[config.mk]
export PLATFORM = sky130hd
export DESIGN_NAME = bmma_ram
export DESIGN_NICKNAME = d
export VERILOG_FILES = /design/src/sv/bmma_ram.sv
export SDC_FILE = /design/constraint.sdc
export NUM_CORES = 1
export LEC_CHECK = 0
export ABC_AREA = 1
export BUFFER_PORTS_ARGS = -buffer_cell sky130_fd_sc_hd__buf_2
export CORE_MARGIN = 3
export CORE_UTILIZATION = 40
export CTS_BUF_LIST = sky130_fd_sc_hd__clkbuf_16
export DETAILED_ROUTE_END_ITERATION = 16
export PLACE_DENSITY = 0.59
export SLEW_MARGIN = 20
export SYNTH_ARGS = -nofsm -noshare
export SYNTH_HDL_FRONTEND = slang
export SYNTH_SLANG_ARGS = --single-unit
[constraint.sdc]
create_clock -name clk -period 2.6 [get_ports clk]
set_input_delay 0.13 -clock clk [delete_from_list [all_inputs] [get_ports clk]]
set_output_delay 0.13 -clock clk [all_outputs]
set_load 0.1 [all_outputs]
[src/sv/bmma_ram.sv]
`timescale 1ns / 1ps

module bmma_ram #(
    parameter int WIDTH = 16,
    parameter int DEPTH = 64
) (
    input  logic                                   clk,
    input  logic                                   we,
    input  logic [((DEPTH > 1) ? $clog2(DEPTH) : 1)-1:0] waddr,
    input  logic [WIDTH-1:0]                       wdata,
    input  logic [((DEPTH > 1) ? $clog2(DEPTH) : 1)-1:0] raddr,
    output logic [WIDTH-1:0]                       rdata
);

    logic [WIDTH-1:0] mem_reg [DEPTH];

    always_ff @(posedge clk)
    begin
        if (we)
        begin
            mem_reg[waddr] <= wdata;
        end
        rdata <= mem_reg[raddr];
    end

endmodule

==> flow_summary.ini <==
[status]
status = complete, no violations

[placement]
routabilityCongestion = 0.862
dp_hpwl_um = 68100
buffer_ports.inserted = 45
dp_slack_ns = 0.264
placedCellCount = 4872

[critical_path]
worstSetupStartpointType = register
critPathKind = register to output port
largest_stage_delay_on_the_critical_path_ns = 0.51
cp_slowest_cell = sky130_fd_sc_hd__dfxtp_1
setup.worst_path.end_class = output port
crit_path_max_fanout = 2
path_cells = buf_2
cp.required_ns = 2.47
arrival_ns = 1.68
cp_top_family = flip-flops
worst-path-buf-inv = 1

[sta]
worst_slew_pin_slew_ns = 0.880
rsz0062_at_grt = no
slew_headroom = 0.413
skew_ns = 0.0237
finalCriticalPeriod_ns = 1.81
post-route-worst-setup-slack_ns = 0.792
hold_slack_ns = 0.0116
final-setup-viol-count = 0
finalSetupTns_ns = 0
final_min_period_over_clock_period = 0.695
timing_max_transition_violations_final = 0
maxClockFrequency_mhz = 553
timing_hold_violations_final = 0

[synthesis]
async_reset_ff_frac = 0
synthesis.nets = 3547
ys.flop_type = sky130_fd_sc_hd__edfxtp_1
syn_inst = 3517
synth-seq-area-share = 0.738
synth_edf_count = 1024
ys_ff_latch = 1040
syn_area_um2 = 42100
ys.warnings.count = 0
synthDistinctLibCells = 16
syn-mean-instance-area_um2 = 12.0

[routing]
detail-route-antenna-nets = 0
wire_length_per_cell_um = 22.9
initialDrtViolationCount = 3012
route.detailed.drc = 0
routed_wirelength_um = 116000
detailedRoute.firstPassIterationCount = 5
avgViaCountPerCell = 5.39
routed-via-count = 27400

[clock_network]
clock_sink_count = 1040
tritoncts = yes
cts.repair.resized = 0
skew_pair_late_insertion_delay_ns = 0.68
cts_setup_buffers = 0
clock_tree.root_cell = sky130_fd_sc_hd__clkbuf_16
cts-root-to-sink-buffers = 3
cts.reportedPaths.clkPinSlew_ns = 0.06
cts_hold_repair.buffers = 6
clock_tree.htree_level_count = 3
cts_inserted_buffers = 107

[global_route]
grt_overflow_total = 0
grt_pass1_wl_um = 172000
grt_start_max_net_pins = 124
grt_pass1_vias = 25700
grt_antenna_before_repair = 11
track_usage = 0.212

[die]
floorplan.initialDensity = 0.405
floorplan.die_area_um2 = 109000
fp.dieW_um = 330
top_level_ports = 46
die-height_um = 330
core_area_um2 = 104000
placementRows = 118

[power_and_ir_drop]
cellInternalPower_mw = 27.6
p_switching_mw = 8.42
power_frac_comb = 0.070
power_density_nw_per_um2 = 753
sequential_share_of_power = 0.518
worst_ir_drop_vdd_v = 0.000535
switching_share = 0.234
clkPwrFrac = 0.412
power_leakage_nw = 17.3

[layout]
post_route_cells_drive_above_1_share = 0.0998
largest_register_ff_count = 1024
layout-area-overhead-vs-synth_pct = 13.6
layout.filler_cells = 9371
layout.cells.most_common_list = sky130_fd_sc_hd__nand2_1 (1296), sky130_fd_sc_hd__edfxtp_1 (1024), sky130_fd_sc_hd__nand3_1 (871)
layout_commonest_cell = sky130_fd_sc_hd__nand2_1
fin_nets = 3637
layout.cells.non_filler = 5080
fin_util = 0.460

[min_path]
hp-class = input port to register

[run]
max_cap_viol_count = 0
area by class of cell:
type,instances,area (µm²),area share
clock inverters,90,687,0.0144
multi-input cells,2240,9590,0.201
clock buffers,108,2700,0.0565
well taps,1380,1730,0.0361
flip-flops and latches,1040,31100,0.650
repair buffers,206,1960,0.0410
diodes,4,10.0,0.000209
inverters,12,71.3,0.00149
final timing paths:
kind	start	cells after the start	end	slack, ns
max reg2reg	mem_reg[47][14]$_DFFE_PP_	8	rdata[14]$_DFF_P_	1.04
min reg2reg	mem_reg[60][4]$_DFFE_PP_	8	rdata[4]$_DFF_P_	0.81
min	wdata[0]	1	mem_reg[1][0]$_DFFE_PP_	0.01
max	rdata[4]$_DFF_P_	1	rdata[4]	0.79
Yosys cell counts (8+ instances only):
library cell               count  area (µm²)
sky130_fd_sc_hd__clkbuf_1     26        97.6
sky130_fd_sc_hd__nor2_1       56         210
sky130_fd_sc_hd__buf_6        49         552
sky130_fd_sc_hd__nand4_1       9        56.3
sky130_fd_sc_hd__nand2_1    1296        4860
sky130_fd_sc_hd__dfxtp_1      16         320
sky130_fd_sc_hd__buf_1        17        63.8
sky130_fd_sc_hd__inv_1         9        33.8
sky130_fd_sc_hd__buf_4        19         143
sky130_fd_sc_hd__nand3_1     871        4360
sky130_fd_sc_hd__buf_2       113         566
sky130_fd_sc_hd__edfxtp_1   1024       30700
sky130_fd_sc_hd__nor4_1        8        50.1
stage by stage:
step                power [mW]  area [µm²]
CTS                       36.2       47800
finish                    36.0       47800
floorplan                 20.4       42100
global route              37.1       47800
global placement          21.5       44400
detailed placement        21.5       44400
per-layer routing:
metal | global-route usage | part of all wire
met1 | 0.304 | 0.43
met2 | 0.322 | 0.45
met3 | 0.0476 | 0.092
met4 | 0.0657 | 0.027
met5 | 0 | 0.00049
worst register-to-register path, cell delays in order (launching register included):
cell,delay (ns)
sky130_fd_sc_hd__edfxtp_1,0.35
sky130_fd_sc_hd__nand2_1,0.07
sky130_fd_sc_hd__nand3_1,0.08
sky130_fd_sc_hd__nand3_1,0.21
sky130_fd_sc_hd__nand2_1,0.22
sky130_fd_sc_hd__nand2_1,0.15
sky130_fd_sc_hd__nand3_1,0.08
sky130_fd_sc_hd__nand3_1,0.20
sky130_fd_sc_hd__nand2_1,0.08
power by group through the flow:
stage	registers (mW)	clock network, mW	logic [mW]
global route	18.7	15.7	2.74
finish	18.6	14.8	2.53
global placement	19.0	0	2.50
detailed placement	19.0	0	2.52
CTS	18.6	15.1	2.53
floorplan	19.2	0	1.24
cell families (layout without fill, tap and decap cells):
family	after synthesis	count (layout)	synth area share
buf+inv	237	416	0.0354
flops	1040	1040	0.738
other cells	0	4	0
simple gates	2240	2240	0.227
Power figures use the tool's default switching activity.
