==> src/sv/bmma_pkg.sv <==
`timescale 1ns / 1ps

package bmma_pkg;

    localparam int ELEM_W = 16;
    localparam int PROD_W = 2 * ELEM_W;
    localparam int ACC_W  = 40;
    localparam int CFG_W  = 4;

    localparam logic [CFG_W-1:0] BLOCK_SIZE_RESET = CFG_W'(8);

    localparam logic [ACC_W-1:0] ACC_MAX = {1'b0, {(ACC_W-1){1'b1}}};
    localparam logic [ACC_W-1:0] ACC_MIN = {1'b1, {(ACC_W-1){1'b0}}};

    // control broadcast from the sequencer to every cell of the row
    typedef struct packed {
        logic bshift;   // b link shifts one cell toward cell 0
        logic bcap;     // b link captured into the column store
        logic mul_en;   // multiply a by the stored b element
        logic acc_en;   // add the product into the running sum
        logic sum_clr;  // start a new output row
        logic sshift;   // sums shift one cell toward cell 0
    } cell_ctl_t;

endpackage

==> src/sv/bmma_cell.sv <==
`timescale 1ns / 1ps

module bmma_cell #(
    parameter int MAX_N = 8,
    parameter int SUM_W = 35,
    parameter int KW    = 3
) (
    input  logic                                clk,
    input  bmma_pkg::cell_ctl_t                 ctl,
    input  logic [KW-1:0]                       k_idx,
    input  logic signed [bmma_pkg::ELEM_W-1:0]  a_in,
    input  logic signed [bmma_pkg::ELEM_W-1:0]  b_in,
    input  logic signed [SUM_W-1:0]             sum_in,
    output logic signed [bmma_pkg::ELEM_W-1:0]  b_out,
    output logic signed [SUM_W-1:0]             sum_out
);

    import bmma_pkg::*;

    logic signed [ELEM_W-1:0] b_link_reg;
    logic signed [ELEM_W-1:0] b_col_reg [MAX_N];
    logic signed [PROD_W-1:0] prod_reg;
    logic signed [SUM_W-1:0]  sum_reg;

    always_ff @(posedge clk)
    begin
        if (ctl.bshift)
        begin
            b_link_reg <= b_in;
        end
        if (ctl.bcap)
        begin
            b_col_reg[k_idx] <= b_link_reg;
        end
        if (ctl.mul_en)
        begin
            prod_reg <= a_in * b_col_reg[k_idx];
        end
        priority if (ctl.sum_clr)
        begin
            sum_reg <= '0;
        end
        else if (ctl.acc_en)
        begin
            sum_reg <= sum_reg + SUM_W'(prod_reg);
        end
        else if (ctl.sshift)
        begin
            sum_reg <= sum_in;
        end
        else
        begin
            sum_reg <= sum_reg;
        end
    end

    assign b_out   = b_link_reg;
    assign sum_out = sum_reg;

endmodule

==> config.mk <==
export PLATFORM = sky130hd
export DESIGN_NAME = bmma_cell
export DESIGN_NICKNAME = d
export VERILOG_FILES = /design/src/sv/bmma_pkg.sv /design/src/sv/bmma_cell.sv
export SDC_FILE = /design/constraint.sdc
export NUM_CORES = 1
export LEC_CHECK = 0
export BUFFER_PORTS_ARGS = -buffer_cell sky130_fd_sc_hd__buf_2
export CORE_MARGIN = 1.5
export CORE_UTILIZATION = 45
export DETAILED_ROUTE_END_ITERATION = 12
export PLACE_DENSITY = 0.61
export SETUP_SLACK_MARGIN = 0.3
export SYNTH_ARGS = -nofsm -noshare
export SYNTH_HDL_FRONTEND = slang
export SYNTH_SLANG_ARGS = --single-unit
==> constraint.sdc <==
create_clock -name clk -period 13.5 [get_ports clk]
set_clock_uncertainty 0.05 [all_clocks]
set_input_delay 0.675 -clock clk [delete_from_list [all_inputs] [get_ports clk]]
set_output_delay 0.675 -clock clk [all_outputs]
set_load 0.02 [all_outputs]
==> results.json, run 1 <==
{
  "status": "finished clean",
  "cts_setup_buffers": 0,
  "max_freq_ghz": 0.1198,
  "cp_slowest_cell": "nor2b_1",
  "port_buffers": 127,
  "worstSetupPathType": "primary input to flop",
  "synthesis.area_um2": 19610,
  "grt_max_degree": 73,
  "synth_edf_count": 176,
  "setup_viol": 0,
  "synth_flop_cell": "edfxtp_1",
  "place_congestion": 0.8365,
  "dr.pass1.iters": 5,
  "num_antenna_cells": 0,
  "yosysSeqAreaShare_pct": 30.52,
  "finalWorstPathRequiredPeriod_ns": 8.345,
  "cts_num_sinks": 211,
  "fillers": 3966,
  "start_util_pct": 45.52,
  "first_global_vias": 14207,
  "relSlewSlack_pct": 19.97,
  "worst_slew_pin_slew_ns": 1.196,
  "startpoint_type": "primary input",
  "clk_pin_slew_ns": 0.06,
  "vias": 13263,
  "synthesis.nets": 2315,
  "cpPeakStageDelay_ns": 0.91,
  "async_flop_share_pct": 0,
  "hold_ws_ns": 0.2537,
  "routed_via_density": 5.179,
  "cp_max_fo": 56,
  "syn_area_per_cell_um2": 10.55,
  "die-area_um2": 44840,
  "largest_reg_flops": 128,
  "dp_hpwl_um": 33250,
  "clock_path_buffers": 3,
  "drt-total-wl_um": 44310,
  "synth_commonest_cells": "inv_1, fa_1, edfxtp_1, nand2_1, ha_1",
  "synth_most_common_cell": "inv_1",
  "layout.area.seq_um2": 5986,
  "grt-ovfl-total": 0,
  "synth_cell_types": 59,
  "ys_warn_count": 0,
  "cp_common_cell": "fa_1",
  "ant_nets": 0,
  "final_layout_size_suffix_gt1_share_pct": 10.93,
  "hp-class": "primary input to flop",
  "arrival_ns": 8.59,
  "crit_required_ns": 13.75,
  "syn_inst": 1859,
  "grt_usage_pct": 20.55,
  "netlist.area_leader.share_pct": 26.95,
  "core_area_um2": 43080,
  "fp.dieH_um": 211.8,
  "wl_per_cell_um": 17.30,
  "fin_crit_sh_pct": 61.82,
  "cts_buffers": 24,
  "placementRows": 76,
  "rsz0062_at_grt": "false",
  "worst_setup_path_end_kind": "flop",
  "ctsHoldBuffers": 0,
  "cts-resized-gates": 0,
  "die_w_um": 211.8,
  "grt_pass1_wl_um": 72540,
  "synth_area_leader_cell": "edfxtp_1",
  "setup_tns_ns": 0,
  "ys_seq_elements": 211,
  "path_buf_inv": 8,
  "critical_path.top_delay_family": "adder cells",
  "clock_latency_ns": 0.56,
  "maxCapViolCount": 0,
  "root_buffer": "clkbuf_16",
  "drtIter0Drc": 654,
  "hold_violations": 0,
  "drc": 0,
  "synth_area_leaders": "edfxtp_1, fa_1, ha_1",
  "timing.final.max_slew_violations": 0,
  "antenna_found_initial": 2,
  "multi_input_area_um2": 12150,
  "io_pins": 128,
  "syn_to_final_growth_pct": 10.36,
  "cts_tree": "done",
  "cts_max_level": 1,
  "nNetsFinal": 2416
}
==> cells by family (layout without fill, tap and decap cells) <==
logic type / Yosys count / in the layout / synth area share [%]
fa+ha+maj: 379 / 379 / 34.25
xor+xnor: 64 / 64 / 2.858
flops: 211 / 211 / 30.52
simple gates: 473 / 473 / 12.21
buf+inv: 396 / 513 / 7.605
mux: 61 / 61 / 3.356
compound gates: 275 / 275 / 9.201
==> placed cells by master (no fill, tap or decap), types with 53 or more instances in the layout <==
master    netlist  final
ha_1          116    116
nor2_1         83     82
inv_1         327    327
nor2b_1       106    106
a21oi_1        72     72
a211oi_1       53     53
buf_2           4    127
fa_1          263    263
nand2_1       137    137
edfxtp_1      176    176
==> area by class of cell <==
class / instances / share of cell area [%]
Multi-Input combinational cell: 1252 / 56.16
Sequential cell: 211 / 27.66
Inverter: 327 / 5.672
Timing Repair Buffer: 144 / 3.527
Tap cell: 585 / 3.382
Clock buffer: 27 / 2.827
Clock inverter: 15 / 0.7690
==> per-stage QoR <==
step | std cells | instance area [µm²] | worst slack [ns] | utilization [%]
after floorplan | 1859 | 19610 | 5.848 | -
after global placement | 2519 | 20860 | 4.738 | 48.43
after detailed placement | 2519 | 20860 | 4.590 | 48.43
after CTS | 2561 | 21640 | 5.156 | 50.24
after global routing | 2561 | 21640 | 4.548 | 50.24
final | 2561 | 21640 | 5.155 | 50.24
==> routing by layer <==
| metal | part of all wire [%] | global-route usage, % | wire, µm |
|---|---|---|---|
| met1 | 45 | 26.57 | 19810 |
| met3 | 4.8 | 3.115 | 2118 |
| met2 | 48 | 36.23 | 21470 |
| met5 | 0.063 | 0 | 28 |
| met4 | 2.0 | 4.852 | 891 |
==> final timing paths <==
kind	cells after the start	endpoint	from	slack, ns
min reg2reg	3	sum_out[0]	prod_reg[0]	0.58
min	1	b_out[10]	b_in[10]	0.25
max	29	prod_reg[30]	k_idx[0]	5.15
max reg2reg	26	prod_reg[31]	b_col_reg[4][4]	5.77
==> worst register-to-register path: stages (launching register included) <==
cell and delay [ns]:
edfxtp_1 0.37, mux2i_1 0.22, nor2_1 0.08, a21oi_1 0.17
nor2_1 0.06, nor2_1 0.92, nor2b_1 0.17, fa_1 0.58
inv_1 0.05, fa_1 0.48, fa_1 0.53, inv_1 0.06
fa_1 0.49, fa_1 0.49, inv_1 0.05, fa_1 0.47
inv_1 0.04, ha_1 0.36, nand3_1 0.16, nor4_1 0.45
a2111o_1 0.29, a31o_1 0.26, nand2_2 0.09, a21oi_2 0.20
a221o_1 0.20, a21oi_2 0.06, xnor2_1 0.12
Power of run 1 is left out: the tool's default activity adds up to more than one toggle a clock period on the data nets, which glitch-free logic cannot reach.
==> inputs of run 2 (changes only) <==
Clock period 13.5 ns to 8.6 ns, I/O delays scaled along.
==> results.json, run 2 (synthesis results as in run 1) <==
{
  "fp.dieH_um": 211.8,
  "cp_max_fo": 17,
  "grt_pass1_wl_um": 72630,
  "ctsHoldBuffers": 16,
  "place_congestion": 0.8576,
  "antenna_found_initial": 6,
  "r2r_cells": 23,
  "nNetsFinal": 2450,
  "ant_nets": 0,
  "drtIter0Drc": 668,
  "root_buffer": "clkbuf_16",
  "cts_setup_buffers": 0,
  "maxCapViolCount": 0,
  "drc": 0,
  "dp_hpwl_um": 33870,
  "hold_path_depth": 3,
  "largest_reg_flops": 128,
  "mostFrequentLayoutCell": "inv_1",
  "port_buffers": 127,
  "cts_num_sinks": 211,
  "max_freq_ghz": 0.1336,
  "clk_pin_slew_ns": 0.06,
  "worst_slew_pin_slew_ns": 1.063,
  "cts_buffers": 25,
  "layout_common_cells": "inv_1, fa_1, edfxtp_1",
  "hold_ws_ns": 0.1545,
  "clock_path_buffers": 3,
  "first_global_vias": 14264,
  "drt-total-wl_um": 43560,
  "routed_via_density": 5.146,
  "dr.pass1.iters": 5,
  "grt-ovfl-total": 0,
  "rsz0062_at_grt": "false",
  "vias": 13374,
  "arrival_ns": 7.71,
  "core_area_um2": 43080,
  "setup_viol": 0,
  "timing.final.max_slew_violations": 0,
  "cts_max_level": 1,
  "crit_required_ns": 8.82,
  "fin_crit_sh_pct": 87.05,
  "relSlewSlack_pct": 29.16,
  "grt_max_degree": 73,
  "worstSetupPathType": "primary input to flop",
  "placementRows": 76,
  "start_util_pct": 45.52,
  "clock_latency_ns": 0.56,
  "worst_setup_path_end_kind": "flop",
  "hp-class": "primary input to flop",
  "status": "finished clean",
  "die_w_um": 211.8,
  "finalWorstPathRequiredPeriod_ns": 7.487,
  "grt_usage_pct": 20.35,
  "io_pins": 128,
  "startpoint_type": "primary input",
  "hold_violations": 0,
  "wl_per_cell_um": 16.76,
  "syn_to_final_growth_pct": 12.30,
  "final_layout_size_suffix_gt1_share_pct": 11.93,
  "cts-resized-gates": 0,
  "setup_tns_ns": 0,
  "die-area_um2": 44840,
  "cts_tree": "done"
}
==> run 2: cell types whose count changed in the layout (fill, tap and decap cells not counted), moves of 2 or more <==
cell / delta
buf_4: +16
dlygate4sd3_1: +16
clkinv_1: -3
clkbuf_1: -2
clkinvlp_4: +2
diode_2: +2
==> run 2: layer usage <==
metal | global-route usage (%) | up-vias | share of wire, %
met5 | 0 | - | 0.13
met4 | 4.384 | 8 | 1.7
met3 | 3.086 | 63 | 5.0
met2 | 35.65 | 310 | 49
met1 | 26.69 | 6650 | 45
li1 | - | 6343 | -
==> run 2: worst max-delay path: stages <==
cell      delay, ns
buf_2          0.25
buf_4          0.34
mux2_2         0.37
a22oi_1        0.13
o22ai_1        0.10
nor2_1         0.13
buf_4          0.25
nor2b_1        0.10
fa_1           0.53
inv_1          0.05
fa_1           0.46
fa_1           0.55
inv_1          0.07
fa_1           0.48
fa_1           0.49
inv_1          0.04
fa_1           0.47
inv_1          0.04
ha_1           0.36
nand3_1        0.16
nor4_1         0.59
a2111o_1       0.32
a31o_1         0.26
nand2_2        0.08
a21oi_2        0.25
a221o_1        0.22
a21oi_2        0.06
xnor2_1        0.12
==> run 2: through the flow <==
stage / instances / setup slack, ns / instance area (µm²) / util [%]
finish: 2599 / 1.113 / 22020 / 51.12
global route: 2599 / 0.6241 / 22020 / 51.12
CTS: 2597 / 1.222 / 22020 / 51.11
detailed placement: 2536 / 0.6635 / 21000 / 48.75
global placement: 2536 / 0.7331 / 21000 / 48.75
floorplan: 1859 / 1.193 / 19610 / -
==> run 2: path summary, 6_finish.rpt <==
| path | slack [ns] | to | from |
|---|---|---|---|
| worst max-delay path | 1.11 | prod_reg[31] | k_idx[0] |
| worst min-delay path | 0.15 | sum_out[3] | sum_in[3] |
| worst max register to register | 1.17 | prod_reg[31] | b_col_reg[4][1] |
| worst min register to register | 0.56 | sum_out[0] | prod_reg[0] |
==> run 2: final cells by class <==
cell class              count  area, µm²
repair buffers            177       1064
clock buffers              26      629.4
diodes                      2      5.005
inverters                 327       1227
well taps                 585      732.0
multi-input cells        1252      12150
clock inverters            19      229.0
flip-flops and latches    211       5986
fillers                  3965      21050
Power of run 2 is left out for the same reason.
